===== src/hdl/afp_pkg.sv =====
// Types and constants shared by the attitude frame parser modules.
package afp_pkg;

    // Field widths.
    localparam int BYTE_W    = 8;
    localparam int WORD_W    = 16;
    localparam int ANGLE_W   = 10;
    localparam int POS_W     = 3;
    localparam int CFG_IDX_W = 8;

    // Frame layout.
    localparam logic [BYTE_W-1:0] HEADER_BYTE  = 8'hAA;
    localparam logic [BYTE_W-1:0] TRAILER_BYTE = 8'h55;
    localparam logic [POS_W-1:0]  POS_HUNT     = 3'd0;
    localparam logic [POS_W-1:0]  POS_FIRST    = 3'd1;
    localparam logic [POS_W-1:0]  POS_LAST     = 3'd7;
    localparam int                PAYLOAD_LEN  = 6;

    // Division by 100: multiply by ceil(2^23 / 100) and keep the upper bits.
    // Exact for every 16-bit dividend.
    localparam int                RECIP_SHIFT = 23;
    localparam int                RECIP_W     = 17;
    localparam logic [RECIP_W-1:0] RECIP_100  = 17'd83887;
    localparam int                PROD_W      = WORD_W + RECIP_W;

    // Largest angle a 16-bit word can give.
    localparam logic [ANGLE_W-1:0] ANGLE_MAX = 10'd655;

    // Register indexes and reset values.
    localparam logic [CFG_IDX_W-1:0] REG_ANGLE_LIMIT = 8'd0;
    localparam logic [CFG_IDX_W-1:0] REG_ANGLE_FOLD  = 8'd1;
    localparam logic [ANGLE_W-1:0]   LIMIT_RESET     = 10'd360;
    localparam logic [ANGLE_W-1:0]   FOLD_RESET      = 10'd300;

    // Configuration register contents.
    typedef struct packed {
        logic [ANGLE_W-1:0] angle_limit;
        logic [ANGLE_W-1:0] angle_fold;
    } cfg_t;

    // Payload words of one complete frame.
    typedef struct packed {
        logic [WORD_W-1:0] yaw_word;
        logic [WORD_W-1:0] roll_word;
        logic [WORD_W-1:0] pitch_word;
    } frame_t;

endpackage


===== src/hdl/afp_cfg_regs.sv =====
// Configuration registers for the angle limit and fold amount.
module afp_cfg_regs
    import afp_pkg::*;
(
    input  logic                 clk,
    input  logic                 rst_n,
    input  logic                 cfg_valid,
    output logic                 cfg_ready,
    input  logic [CFG_IDX_W-1:0] cfg_index,
    input  logic [ANGLE_W-1:0]   cfg_data,
    output cfg_t                 cfg
);

    cfg_t cfg_reg;
    cfg_t cfg_next;

    // Writes are always taken; unknown indexes are dropped.
    assign cfg_ready = 1'b1;

    always_comb
    begin
        cfg_next = cfg_reg;
        if (cfg_valid)
        begin
            case (cfg_index)
                REG_ANGLE_LIMIT: cfg_next.angle_limit = cfg_data;
                REG_ANGLE_FOLD:  cfg_next.angle_fold  = cfg_data;
                default:         cfg_next = cfg_reg;
            endcase
        end
    end

    always_ff @(posedge clk or negedge rst_n)
    begin
        if (!rst_n)
        begin
            cfg_reg.angle_limit <= LIMIT_RESET;
            cfg_reg.angle_fold  <= FOLD_RESET;
        end
        else
        begin
            cfg_reg <= cfg_next;
        end
    end

    assign cfg = cfg_reg;

endmodule


===== src/hdl/afp_frame_collector.sv =====
// Header hunt, payload capture and trailer check for incoming bytes.
module afp_frame_collector
    import afp_pkg::*;
(
    input  logic              clk,
    input  logic              rst_n,
    input  logic              in_valid,
    output logic              in_ready,
    input  logic [BYTE_W-1:0] rx_byte,
    output logic              frame_valid,
    input  logic              frame_ready,
    output frame_t            frame
);

    logic [POS_W-1:0]  pos_reg;
    logic [POS_W-1:0]  pos_next;
    logic              frame_valid_reg;
    logic              frame_valid_next;
    logic              load_frame;
    logic              in_accept;
    logic              store_payload;
    logic [POS_W-1:0]  payload_idx;
    logic [BYTE_W-1:0] payload_reg [PAYLOAD_LEN];
    frame_t            frame_reg;

    // A byte can always be taken unless a finished frame is still waiting.
    assign in_ready  = !frame_valid_reg || frame_ready;
    assign in_accept = in_valid && in_ready;

    // Frame position tracking and trailer check.
    always_comb
    begin
        pos_next         = pos_reg;
        frame_valid_next = frame_valid_reg && !frame_ready;
        load_frame       = 1'b0;
        store_payload    = 1'b0;
        if (in_accept)
        begin
            case (pos_reg)
                POS_HUNT:
                begin
                    if (rx_byte == HEADER_BYTE)
                    begin
                        pos_next = POS_FIRST;
                    end
                end
                POS_LAST:
                begin
                    pos_next = POS_HUNT;
                    if (rx_byte == TRAILER_BYTE)
                    begin
                        load_frame       = 1'b1;
                        frame_valid_next = 1'b1;
                    end
                end
                default:
                begin
                    store_payload = 1'b1;
                    pos_next      = pos_reg + POS_FIRST;
                end
            endcase
        end
    end

    assign payload_idx = pos_reg - POS_FIRST;

    always_ff @(posedge clk or negedge rst_n)
    begin
        if (!rst_n)
        begin
            pos_reg         <= POS_HUNT;
            frame_valid_reg <= 1'b0;
        end
        else
        begin
            pos_reg         <= pos_next;
            frame_valid_reg <= frame_valid_next;
        end
    end

    // Payload bytes 1 to 6 of the frame in progress.
    always_ff @(posedge clk)
    begin
        if (store_payload)
        begin
            payload_reg[payload_idx] <= rx_byte;
        end
    end

    // Snapshot of the big-endian words once the trailer checks out.
    always_ff @(posedge clk)
    begin
        if (load_frame)
        begin
            frame_reg.yaw_word   <= {payload_reg[0], payload_reg[1]};
            frame_reg.roll_word  <= {payload_reg[2], payload_reg[3]};
            frame_reg.pitch_word <= {payload_reg[4], payload_reg[5]};
        end
    end

    assign frame_valid = frame_valid_reg;
    assign frame       = frame_reg;

endmodule


===== src/hdl/afp_angle_decode.sv =====
// Divide-by-100 and fold of the three angles, with the output register.
module afp_angle_decode
    import afp_pkg::*;
(
    input  logic               clk,
    input  logic               rst_n,
    input  cfg_t               cfg,
    input  logic               frame_valid,
    output logic               frame_ready,
    input  frame_t             frame,
    output logic               out_valid,
    input  logic               out_ready,
    output logic [ANGLE_W-1:0] pitch_deg,
    output logic [ANGLE_W-1:0] roll_deg,
    output logic [ANGLE_W-1:0] yaw_deg
);

    logic               out_valid_reg;
    logic               out_valid_next;
    logic               load_out;
    logic [ANGLE_W-1:0] pitch_next;
    logic [ANGLE_W-1:0] roll_next;
    logic [ANGLE_W-1:0] yaw_next;
    logic [ANGLE_W-1:0] pitch_reg;
    logic [ANGLE_W-1:0] roll_reg;
    logic [ANGLE_W-1:0] yaw_reg;

    // Word / 100 by reciprocal multiply, then fold above the limit.
    function automatic logic [ANGLE_W-1:0] decode_angle(
        input logic [WORD_W-1:0]  word,
        input logic [ANGLE_W-1:0] limit,
        input logic [ANGLE_W-1:0] fold
    );
        logic [PROD_W-1:0]  prod;
        logic [ANGLE_W-1:0] quot;
        logic [ANGLE_W-1:0] res;
        prod = PROD_W'(word) * PROD_W'(RECIP_100);
        quot = prod[RECIP_SHIFT +: ANGLE_W];
        res  = quot;
        if (quot > limit)
        begin
            res = (quot >= fold) ? (quot - fold) : '0;
        end
        return res;
    endfunction

    assign pitch_next = decode_angle(frame.pitch_word, cfg.angle_limit, cfg.angle_fold);
    assign roll_next  = decode_angle(frame.roll_word,  cfg.angle_limit, cfg.angle_fold);
    assign yaw_next   = decode_angle(frame.yaw_word,   cfg.angle_limit, cfg.angle_fold);

    // Output register takes a new frame when empty or being drained.
    assign frame_ready = !out_valid_reg || out_ready;
    assign load_out    = frame_valid && frame_ready;

    always_comb
    begin
        out_valid_next = out_valid_reg;
        if (load_out)
        begin
            out_valid_next = 1'b1;
        end
        else if (out_ready)
        begin
            out_valid_next = 1'b0;
        end
    end

    always_ff @(posedge clk or negedge rst_n)
    begin
        if (!rst_n)
        begin
            out_valid_reg <= 1'b0;
        end
        else
        begin
            out_valid_reg <= out_valid_next;
        end
    end

    always_ff @(posedge clk)
    begin
        if (load_out)
        begin
            pitch_reg <= pitch_next;
            roll_reg  <= roll_next;
            yaw_reg   <= yaw_next;
        end
    end

    assign out_valid = out_valid_reg;
    assign pitch_deg = pitch_reg;
    assign roll_deg  = roll_reg;
    assign yaw_deg   = yaw_reg;

endmodule


===== src/hdl/attitude_frame_parser.sv =====
// Attitude frame parser: serial bytes in, decoded angle triples out.
//
// The input channel (in_valid, in_ready, rx_byte) takes one received byte
// per item. Bytes are framed as header 0xAA, six payload bytes and
// trailer 0x55; bytes other than the header are dropped while hunting.
// A frame with a good trailer gives one output item (pitch_deg, roll_deg,
// yaw_deg), each a big-endian payload word divided by 100 and folded by
// angle_fold when above angle_limit. A bad trailer gives nothing.
// The configuration channel (cfg_valid, cfg_ready, cfg_index, cfg_data)
// writes angle_limit at index 0 and angle_fold at index 1 and is always
// ready; other indexes are ignored.
// Throughput is one byte per cycle while in_ready is high. After its trailer
// byte is taken, an output item passes the frame register and then the
// output register, with the divide and fold between them.
// When the receiver stalls, the output register holds its item and the
// frame register can hold one more; in_ready drops only while both are
// full. Reset returns to the header hunt, empties both registers and
// loads angle_limit with 360 and angle_fold with 300.
module attitude_frame_parser
    import afp_pkg::*;
(
    input  logic                 clk,
    input  logic                 rst_n,
    input  logic                 in_valid,
    output logic                 in_ready,
    input  logic [BYTE_W-1:0]    rx_byte,
    output logic                 out_valid,
    input  logic                 out_ready,
    output logic [ANGLE_W-1:0]   pitch_deg,
    output logic [ANGLE_W-1:0]   roll_deg,
    output logic [ANGLE_W-1:0]   yaw_deg,
    input  logic                 cfg_valid,
    output logic                 cfg_ready,
    input  logic [CFG_IDX_W-1:0] cfg_index,
    input  logic [ANGLE_W-1:0]   cfg_data
);

    cfg_t   cfg;
    frame_t frame;
    logic   frame_valid;
    logic   frame_ready;

    // Configuration registers.
    afp_cfg_regs u_cfg_regs (
        .clk       (clk),
        .rst_n     (rst_n),
        .cfg_valid (cfg_valid),
        .cfg_ready (cfg_ready),
        .cfg_index (cfg_index),
        .cfg_data  (cfg_data),
        .cfg       (cfg)
    );

    // Frame assembly.
    afp_frame_collector u_collector (
        .clk         (clk),
        .rst_n       (rst_n),
        .in_valid    (in_valid),
        .in_ready    (in_ready),
        .rx_byte     (rx_byte),
        .frame_valid (frame_valid),
        .frame_ready (frame_ready),
        .frame       (frame)
    );

    // Angle decode and output register.
    afp_angle_decode u_decode (
        .clk         (clk),
        .rst_n       (rst_n),
        .cfg         (cfg),
        .frame_valid (frame_valid),
        .frame_ready (frame_ready),
        .frame       (frame),
        .out_valid   (out_valid),
        .out_ready   (out_ready),
        .pitch_deg   (pitch_deg),
        .roll_deg    (roll_deg),
        .yaw_deg     (yaw_deg)
    );

endmodule


===== config.mk =====
export PLATFORM = sky130hd
export DESIGN_NAME = attitude_frame_parser
export DESIGN_NICKNAME = d
export VERILOG_FILES = /design/src/hdl/afp_pkg.sv /design/src/hdl/afp_cfg_regs.sv /design/src/hdl/afp_frame_collector.sv /design/src/hdl/afp_angle_decode.sv /design/src/hdl/attitude_frame_parser.sv
export SDC_FILE = /design/constraint.sdc
export NUM_CORES = 1
export LEC_CHECK = 0
export ABC_AREA = 1
export BUFFER_PORTS_ARGS = -buffer_cell sky130_fd_sc_hd__buf_2
export CAP_MARGIN = 20
export CORE_MARGIN = 1.5
export CORE_UTILIZATION = 54
export CTS_CLUSTER_SIZE = 12
export DETAILED_ROUTE_END_ITERATION = 6
export PLACE_DENSITY = 0.7
export SLEW_MARGIN = 20
export SYNTH_ARGS = -nofsm -noshare
export SYNTH_HDL_FRONTEND = slang
export SYNTH_HIERARCHICAL = 1
export SYNTH_SLANG_ARGS = --single-unit

===== constraint.sdc =====
create_clock -name clk -period 8.8 [get_ports clk]
set_input_delay 0.44 -clock clk [delete_from_list [all_inputs] [get_ports clk]]
set_output_delay 0.44 -clock clk [all_outputs]
set_load 0.005 [all_outputs]

==> impl_metrics.py, run 1 <==
metrics = {
    "cts": {
        "tritoncts": "built",
        "cts_root_buf": "clkbuf_16",
        "clk_pin_slew_ns": 0.06,
        "htreeDepth": 4,
        "clock_latency_ns": 0.49,
        "clockBufferDepth": 2,
        "cts_num_sinks": 151,
        "hold_buffers": 1,
        "cts_resized": 0,
        "cts_setup_buffers": 0,
        "numCtsBuffers": 17,
    },
    "place": {
        "gp_congestion": 0.931,
        "dp.cells": 3632,
        "port_buffers": 62,
        "place_area_um2": 26000,
        "place_hpwl_mm": 52.4,
    },
    "sta": {
        "maxSlewViolCount": 0,
        "max_freq_ghz": 0.134,
        "finalCriticalPeriod_ns": 7.46,
        "relSlewSlack_pct": 25.0,
        "grt_setup_unrepaired": "false",
        "skew_ns": 0.00828,
        "hold_violations": 0,
        "worst_slew_pin_slew_ns": 1.12,
        "setup_tns_ns": 0,
        "setup_viol": 0,
        "finalCritPeriodShare_pct": 84.8,
    },
    "pwr": {
        "leakage_uw": 0.0146,
        "total_power_uw": 1880,
        "power_density_nw_per_um2": 70.7,
        "ir_worst_vdd_v": 0.000175,
    },
    "grt": {
        "grt_pass1_wl_mm": 102,
        "grt-ovfl-total": 0,
        "grt_antenna_before_repair": 1,
        "grt_max_degree": 49,
        "track_usage_pct": 27.9,
        "grt_pass1_vias": 19900,
    },
    "critical_path": {
        "cp_slowest_cell": "o21ai_1",
        "cp-end-kind": "flop",
        "required_ns": 9.03,
        "critPathCapture": "u_decode/roll_deg[0]$_DFFE_PP_",
        "r2r_start": "u_collector/frame[21]$_DFFE_PP_",
        "worstRegToRegCells": 28,
        "crit_start": "u_collector/frame[21]$_DFFE_PP_",
        "r2r-end": "u_decode/roll_deg[0]$_DFFE_PP_",
        "crit_fanout": 11,
        "reg2reg_setup_slack_ns": 1.34,
        "worst_path_largest_cell_delay_ns": 0.64,
        "crit_type": "flop to flop",
        "start_kind": "flop",
        "worstPathArrival_ns": 7.69,
    },
    "floorplan": {
        "pin_count": 64,
        "core_area_um2": 45400,
        "die_h_um": 218,
        "floorplan.initialDensity_pct": 54.8,
        "die-area_um2": 47400,
        "rows": 78,
        "die_width_um": 218,
    },
    "synthesis": {
        "synth_cell_type_count": 45,
        "ys.flop_type": "edfxtp_1",
        "syn_area_per_cell_um2": 8.37,
        "synth_nets": 3764,
        "synth-async-reset-ratio_pct": 16.6,
        "synth_edf_count": 126,
        "yosysWarnings": 6,
        "yosysSeqAreaShare_pct": 17.8,
        "syn_area_um2": 24900,
        "synthCells": 2973,
        "yosys_register_bits": 151,
    },
    "drt": {
        "routed_via_density": 5.11,
        "drcViolationCount": 0,
        "vias": 18700,
        "wire_per_inst_um": 16.7,
        "finalWirelength_mm": 61.2,
        "drt_iter0_markers": 999,
        "postRouteAntennaNets": 0,
        "dr.pass1.iters": 6,
    },
    "cells_and_area": {
        "fin_nets": 3843,
        "fillers": 4115,
        "regArea_um2": 4420,
        "drive_gt1_share_pct": 4.80,
        "finalInstanceArea_um2": 26500,
        "fin_cells": 3665,
        "diodes": 0,
        "multi_input_area_um2": 17500,
        "area_delta_synth_final_pct": 6.68,
    },
    "job": {
        "max_cap_viol_count": 0,
    },
    "outcome": {
        "status": "complete, no violations",
    },
    "hold_path": {
        "hp-class": "input pin to flop",
    },
}
[power breakdown]
part           total (uW)  internal [uW]  switching (uW)
logic                 289           92.1             197
registers             866            843            23.1
clock network         722            406             316
[final cells by class]
| type | instances | share of cell area, % |
|---|---|---|
| clock buffers | 24 | 1.91 |
| clock inverters | 8 | 0.226 |
| inverters | 796 | 11.3 |
| multi-input cells | 2019 | 65.8 |
| flip-flops and latches | 151 | 16.7 |
| well taps | 600 | 2.83 |
| repair buffers | 67 | 1.32 |
[stage by stage]
step / hold slack (ns) / util, % / setup WS [ns]
2_1_floorplan: 0.144 / - / 2.69
3_3_place_gp: 0.401 / 57.2 / 1.50
3_5_place_dp: 0.405 / 57.2 / 1.38
4_1_cts: 0.139 / 58.5 / 1.37
5_1_grt: 0.151 / 58.5 / 0.829
6_report: 0.173 / 58.5 / 1.34
[cell usage in the layout, fill, tap and decap left out, types with 4 or more instances in the layout]
cell / n
a21boi_0: 4
a21o_1: 6
a21oi_1: 96
and2_1: 28
buf_2: 62
buf_4: 4
clkbuf_16: 18
clkbuf_4: 4
dfrtp_1: 17
dfstp_2: 8
edfxtp_1: 126
fa_1: 297
ha_1: 463
inv_1: 792
inv_6: 4
nand2_1: 655
nand2_2: 5
nand3_1: 146
nand3b_1: 12
nand4_1: 14
nor2_1: 156
nor2_2: 10
nor3_1: 21
nor4_2: 4
o21ai_0: 23
o21bai_1: 20
or2_2: 5
xnor2_1: 8
xor2_1: 16
[layer usage]
metal / share of wire (%) / up-vias / routed length [um] / GRT usage [%]
li1: - / 9305 / - / -
met1: 43 / 8888 / 26500 / 35.7
met2: 48 / 453 / 29600 / 47.3
met3: 5.2 / 99 / 3170 / 4.76
met4: 3.3 / 0 / 2040 / 10.3
met5: 0 / - / 0 / 0
[synth_stat cells (6+ instances only)]
library cell,instances,area (um2)
o21ai_0,23,115
nand2_1,655,2460
dfrtp_1,17,425
and2_1,28,175
nand3_1,146,731
nor2_2,10,62.6
xor2_1,16,140
edfxtp_1,126,3780
nand3b_1,12,90.1
nand4_1,14,87.6
inv_1,792,2970
o21bai_1,20,150
a21oi_1,97,485
nor3_1,24,120
fa_1,297,5950
nor2_1,157,589
dfstp_2,8,210
a21o_1,6,45.0
xnor2_1,8,70.1
ha_1,463,5790
[critical path: cells and delay by family (launching register included)]
| family | cells | cell delay [ns] |
|---|---|---|
| AND/OR/NAND/NOR | 11 | 1.35 |
| AO/OA/AOI/OAI | 2 | 0.77 |
| buffers and inverters | 7 | 0.97 |
| flip-flops | 1 | 0.52 |
| adder cells (fa/ha/maj) | 8 | 3.58 |
[cell families after synthesis]
family	count (synthesis)	synth area share, %
and+or+nand+nor	1071	18.3
other	1	0.0151
adders and majority gates	760	47.2
DFF	151	17.8
AOI/OAI and AO/OA	163	3.70
buffers and inverters	803	12.2
xor gates and xnor gates	24	0.845
[worst min path at each step]
stage,from,end,cells after the start
floorplan,rst_n,u_cfg_regs/cfg[0]$_DFFE_PN0P_,0
global placement,u_collector/payload_reg[0][5]$_DFFE_PP_,u_collector/frame[45]$_DFFE_PP_,0
detailed placement,u_collector/payload_reg[2][4]$_DFFE_PP_,u_collector/frame[28]$_DFFE_PP_,0
CTS,cfg_data[2],u_cfg_regs/cfg[2]$_DFFE_PN1P_,3
global route,cfg_data[2],u_cfg_regs/cfg[2]$_DFFE_PN1P_,3
finish,cfg_data[4],u_cfg_regs/cfg[4]$_DFFE_PN0P_,3
Note: power is estimated with default switching activity, not from simulation.
==> run 2, diff against run 1 <==
- PLACE_DENSITY: 0.7 -> 0.73
- clock period: 8.8 -> 6.49 ns (I/O delays scaled with it)
==> impl_metrics.py, run 2 (synthesized netlist as in run 1, its figures left out) <==
metrics = {
    "drt": {
        "finalWirelength_mm": 65.4,
        "drt_iter0_markers": 1003,
        "routed_via_density": 5.16,
        "dr.pass1.iters": 6,
        "wire_per_inst_um": 17.1,
        "vias": 19800,
        "drcViolationCount": 0,
        "postRouteAntennaNets": 0,
    },
    "critical_path": {
        "start_kind": "flop",
        "cpMostUsedCell": "nand2_2",
        "cp_top_family": "adder cells",
        "cp_slowest_cell": "fa_1",
        "worstPathArrival_ns": 6.66,
        "worst_path_largest_cell_delay_ns": 0.53,
        "crit_buf_inv": 7,
        "crit_type": "flop to flop",
        "cp-end-kind": "flop",
        "required_ns": 6.69,
        "crit_fanout": 5,
    },
    "grt": {
        "track_usage_pct": 28.3,
        "grt-ovfl-total": 0,
        "grt_max_degree": 49,
        "grt_pass1_vias": 20700,
        "grt_antenna_before_repair": 1,
        "grt_pass1_wl_mm": 104,
    },
    "floorplan": {
        "die_h_um": 218,
        "rows": 78,
        "die-area_um2": 47400,
        "pin_count": 64,
        "die_width_um": 218,
        "floorplan.initialDensity_pct": 54.8,
        "core_area_um2": 45400,
    },
    "place": {
        "dp.cells": 3747,
        "gp_congestion": 0.940,
        "place_hpwl_mm": 53.7,
        "port_buffers": 62,
    },
    "pwr": {
        "leakage_uw": 0.0156,
        "total_power_uw": 2590,
        "power_density_nw_per_um2": 87.9,
        "ir_worst_vdd_v": 0.000207,
    },
    "cells_and_area": {
        "final_cell_mix": "inv_1, nand2_1, ha_1",
        "fin_nets": 4008,
        "fin_cells": 3830,
        "fin_util_pct": 64.8,
        "final_common_cell": "inv_1",
        "area_delta_synth_final_pct": 18.2,
        "fillers": 3746,
        "multi_input_area_um2": 19100,
        "diodes": 0,
        "drive_gt1_share_pct": 19.6,
        "regArea_um2": 4420,
    },
    "cts": {
        "clk_pin_slew_ns": 0.07,
        "tritoncts": "built",
        "cts_root_buf": "clkbuf_16",
        "clockBufferDepth": 2,
        "clock_latency_ns": 0.46,
        "htreeDepth": 4,
        "numCtsBuffers": 17,
        "cts_num_sinks": 151,
    },
    "sta": {
        "grt_setup_unrepaired": "true",
        "skew_ns": 0.00518,
        "max_freq_ghz": 0.155,
        "worst_slew_pin_slew_ns": 1.16,
        "relSlewSlack_pct": 22.4,
        "hold_violations": 0,
        "finalCritPeriodShare_pct": 99.5,
        "finalCriticalPeriod_ns": 6.46,
        "maxSlewViolCount": 0,
        "setup_tns_ns": 0,
        "setup_viol": 0,
    },
    "hold_path": {
        "hp-class": "input pin to flop",
    },
    "outcome": {
        "status": "complete, no violations",
    },
    "job": {
        "max_cap_viol_count": 0,
    },
}
-- run 2: changes by cell type in the layout (fill, tap and decap cells not counted), sizes merged --
cell | before | now
buf | 66 | 227
inv | 799 | 804
nand4 | 16 | 18
nor2 | 169 | 170
clkinvlp | 0 | 2
clkinv | 5 | 6
clkbuf | 24 | 17
-- run 2: worst reg2reg max path: cells and delay by family (launching register included) --
| kind | cells | cell delay [ns] |
|---|---|---|
| and+or+nand+nor | 14 | 1.58 |
| buffers and inverters | 7 | 0.71 |
| DFF | 1 | 0.43 |
| AOI/OAI and AO/OA | 1 | 0.22 |
| adders and majority gates | 8 | 3.24 |
-- run 2: per-layer routing --
metal	wire, um	vias up	global-route usage (%)
met5	0	-	0
met4	2230	0	10.2
met3	3030	136	4.37
met2	32100	466	48.5
met1	28000	9500	36.1
li1	-	9666	-
-- run 2: final timing paths --
check,startpoint,end,slack (ns),cells after the start
max in group asynchronous,rst_n,u_cfg_regs/cfg[6]$_DFFE_PN0P_,5.65,2
hold / removal,cfg_data[3],u_cfg_regs/cfg[3]$_DFFE_PN1P_,0.07,3
min in group asynchronous,rst_n,u_decode/out_valid$_DFFE_PN0P_,0.42,2
hold reg to reg,u_collector/payload_reg[1][7]$_DFFE_PP_,u_collector/frame[39]$_DFFE_PP_,0.42,0
setup / recovery,u_collector/frame[45]$_DFFE_PP_,u_decode/yaw_deg[9]$_DFFE_PP_,0.03,30
setup reg to reg,u_collector/frame[45]$_DFFE_PP_,u_decode/yaw_deg[9]$_DFFE_PP_,0.03,30
-- run 2: report_power, final --
group | leakage, uW | internal [uW] | switching [uW]
sequential | 0.00145 | 1140 | 30.1
clock | 0.000265 | 495 | 447
combinational | 0.0139 | 170 | 302
-- run 2: what timing repair did --
item	4_1_cts	5_1_grt
gates cloned	1	5
setup endpoints to repair	30	30
setup buffers	9	35
resized for setup	21	385
pin swaps	3	105
hold endpoints to repair	17	0
hold buffers	1	0
-- run 2: final cells by class --
cell class | count | share of cell area, %
Multi-Input combinational cell | 2022 | 64.9
Sequential cell | 151 | 15.0
Inverter | 796 | 10.2
Timing Repair Buffer | 228 | 5.48
Tap cell | 600 | 2.55
Clock buffer | 17 | 1.45
Clock inverter | 15 | 0.396
Timing Repair inverter | 1 | 0.0213
-- run 2: metrics by stage --
| step | instance area [um2] | hold WS, ns | worst slack, ns |
|---|---|---|---|
| 2_1_floorplan | 24900 | 0.0289 | 0.376 |
| 3_3_place_gp | 26800 | 0.353 | -0.0354 |
| 3_5_place_dp | 26800 | 0.375 | -0.131 |
| 4_1_cts | 27500 | 0.0449 | -0.0114 |
| 5_1_grt | 29400 | 0.0562 | -0.224 |
| 6_report | 29400 | 0.0702 | 0.0307 |
==> run 3, diff against run 2 <==
- HOLD_SLACK_MARGIN: not set -> 0.12
- MAX_ROUTING_LAYER: not set -> met4
- SKIP_CTS_REPAIR_TIMING: not set -> 1
==> impl_metrics.py, run 3 (synthesized netlist as in run 1, its figures left out) <==
metrics = {
    "outcome": {
        "status": "complete, no violations",
    },
    "cts": {
        "cts_num_sinks": 151,
        "clock_latency_ns": 0.47,
        "htreeDepth": 4,
        "tritoncts": "built",
        "numCtsBuffers": 17,
        "clockBufferDepth": 2,
        "cts_root_buf": "clkbuf_16",
        "clk_pin_slew_ns": 0.07,
    },
    "floorplan": {
        "floorplan.initialDensity_pct": 54.8,
        "die-area_um2": 47400,
        "pin_count": 64,
        "rows": 78,
        "die_width_um": 218,
        "core_area_um2": 45400,
        "die_h_um": 218,
    },
    "critical_path": {
        "crit_fanout": 5,
        "cp-end-kind": "flop",
        "start_kind": "flop",
        "worstPathArrival_ns": 6.69,
        "reg2reg_setup_slack_ns": 0.009,
        "crit_type": "flop to flop",
        "cp_slowest_cell": "fa_1",
        "worst_path_largest_cell_delay_ns": 0.59,
        "crit_start": "u_collector/frame[47]$_DFFE_PP_",
        "cpMostUsedCell": "fa_1",
        "required_ns": 6.70,
        "r2r_start": "u_collector/frame[47]$_DFFE_PP_",
    },
    "pwr": {
        "leakage_uw": 0.0158,
        "ir_worst_vdd_v": 0.000235,
        "p_sw_uw": 809,
        "intPower_uw": 1870,
        "netSwitchingFraction_pct": 30.3,
        "p_seq_share_pct": 43.8,
        "power_density_nw_per_um2": 88.8,
        "combinationalPowerShare_pct": 18.4,
        "pwr-share-clk_pct": 37.8,
    },
    "drt": {
        "finalWirelength_mm": 65.9,
        "drt_iter0_markers": 1066,
        "wire_per_inst_um": 17.2,
        "postRouteAntennaNets": 0,
        "routed_via_density": 5.19,
        "drcViolationCount": 0,
        "dr.pass1.iters": 5,
        "vias": 19900,
    },
    "cells_and_area": {
        "area_delta_synth_final_pct": 21.1,
        "finalInstanceArea_um2": 30100,
        "fin_nets": 4019,
        "fin_util_pct": 66.4,
        "final_cell_mix": "inv_1, nand2_1, ha_1",
        "drive_gt1_share_pct": 22.7,
        "diodes": 0,
        "fillers": 3698,
        "final_common_cell": "inv_1",
    },
    "grt": {
        "grt_pass1_wl_mm": 103,
        "grt_antenna_before_repair": 1,
        "track_usage_pct": 28.8,
        "grt_pass1_vias": 20600,
        "grt_max_degree": 49,
        "grt-ovfl-total": 0,
    },
    "sta": {
        "setup_viol": 0,
        "maxSlewViolCount": 0,
        "setup_slack_ns": 0.00903,
        "holdWs_ns": 0.105,
        "grt_setup_unrepaired": "true",
        "worst_slew_pin_slew_ns": 1.06,
        "relSlewSlack_pct": 29.4,
        "hold_violations": 0,
        "max_freq_ghz": 0.154,
        "finalCriticalPeriod_ns": 6.48,
        "finalCritPeriodShare_pct": 99.9,
        "skew_ns": 0.0131,
    },
    "place": {
        "place_hpwl_mm": 53.3,
        "port_buffers": 62,
        "gp_congestion": 0.956,
        "place_ws_ns": -0.162,
        "place_area_um2": 26700,
    },
    "hold_path": {
        "min_from": "cfg_data[4]",
        "hp-class": "input pin to flop",
    },
    "job": {
        "max_cap_viol_count": 0,
    },
}
==> run 3: critical path: cells and delay by family, from the launching register on <==
kind | cells | cell delay (ns)
adder cells (fa/ha/maj) | 8 | 3.64
AND/OR/NAND/NOR | 12 | 1.23
buffers and inverters | 9 | 0.72
flip-flops | 1 | 0.42
AO/OA/AOI/OAI | 1 | 0.19
==> run 3: final timing paths <==
check | endpoint | depth (start not counted)
hold / removal | u_cfg_regs/cfg[4]$_DFFE_PN0P_ | 3
setup reg to reg | u_decode/yaw_deg[6]$_DFFE_PP_ | 30
max in group asynchronous | u_cfg_regs/cfg[19]$_DFFE_PN0P_ | 2
setup / recovery | u_decode/yaw_deg[6]$_DFFE_PP_ | 30
hold reg to reg | u_collector/frame[6]$_DFFE_PP_ | 0
min in group asynchronous | u_cfg_regs/cfg[11]$_DFFE_PN0P_ | 2
==> run 3: per-stage QoR <==
step	total power [uW]	cells	TNS (ns)
after floorplan	1440	2973	0
after global placement	1570	3737	-0.816
after detailed placement	1590	3737	-2.21
after CTS	2600	3769	-3.73
after global routing	2780	3841	-4.68
final	2670	3841	0
==> run 3: final cells by class <==
class / count / area, um2 / area share [%]
clock buffers: 17 / 425 / 1.41
clock inverters: 15 / 159 / 0.527
inverters: 796 / 3010 / 9.98
multi-input cells: 2021 / 19600 / 65.1
flip-flops and latches: 151 / 4420 / 14.7
well taps: 600 / 751 / 2.49
repair buffers: 240 / 1750 / 5.82
repair inverters: 1 / 7.51 / 0.0249
==> run 3: power groups by stage <==
stage | clock network, uW | logic (uW) | registers [uW]
after global routing | 1060 | 535 | 1180
after global placement | 0 | 378 | 1190
after detailed placement | 0 | 399 | 1190
after floorplan | 0 | 255 | 1180
final | 1010 | 492 | 1170
after CTS | 1020 | 400 | 1170
==> run 3: routing by layer <==
layer / vias up / track usage (%) / routed length, um
met2: 515 / 47.6 / 32500
li1: 9694 / - / -
met4: 0 / 10.9 / 2320
met5: - / - / 0
met3: 132 / 3.65 / 2980
met1: 9602 / 36.2 / 28100
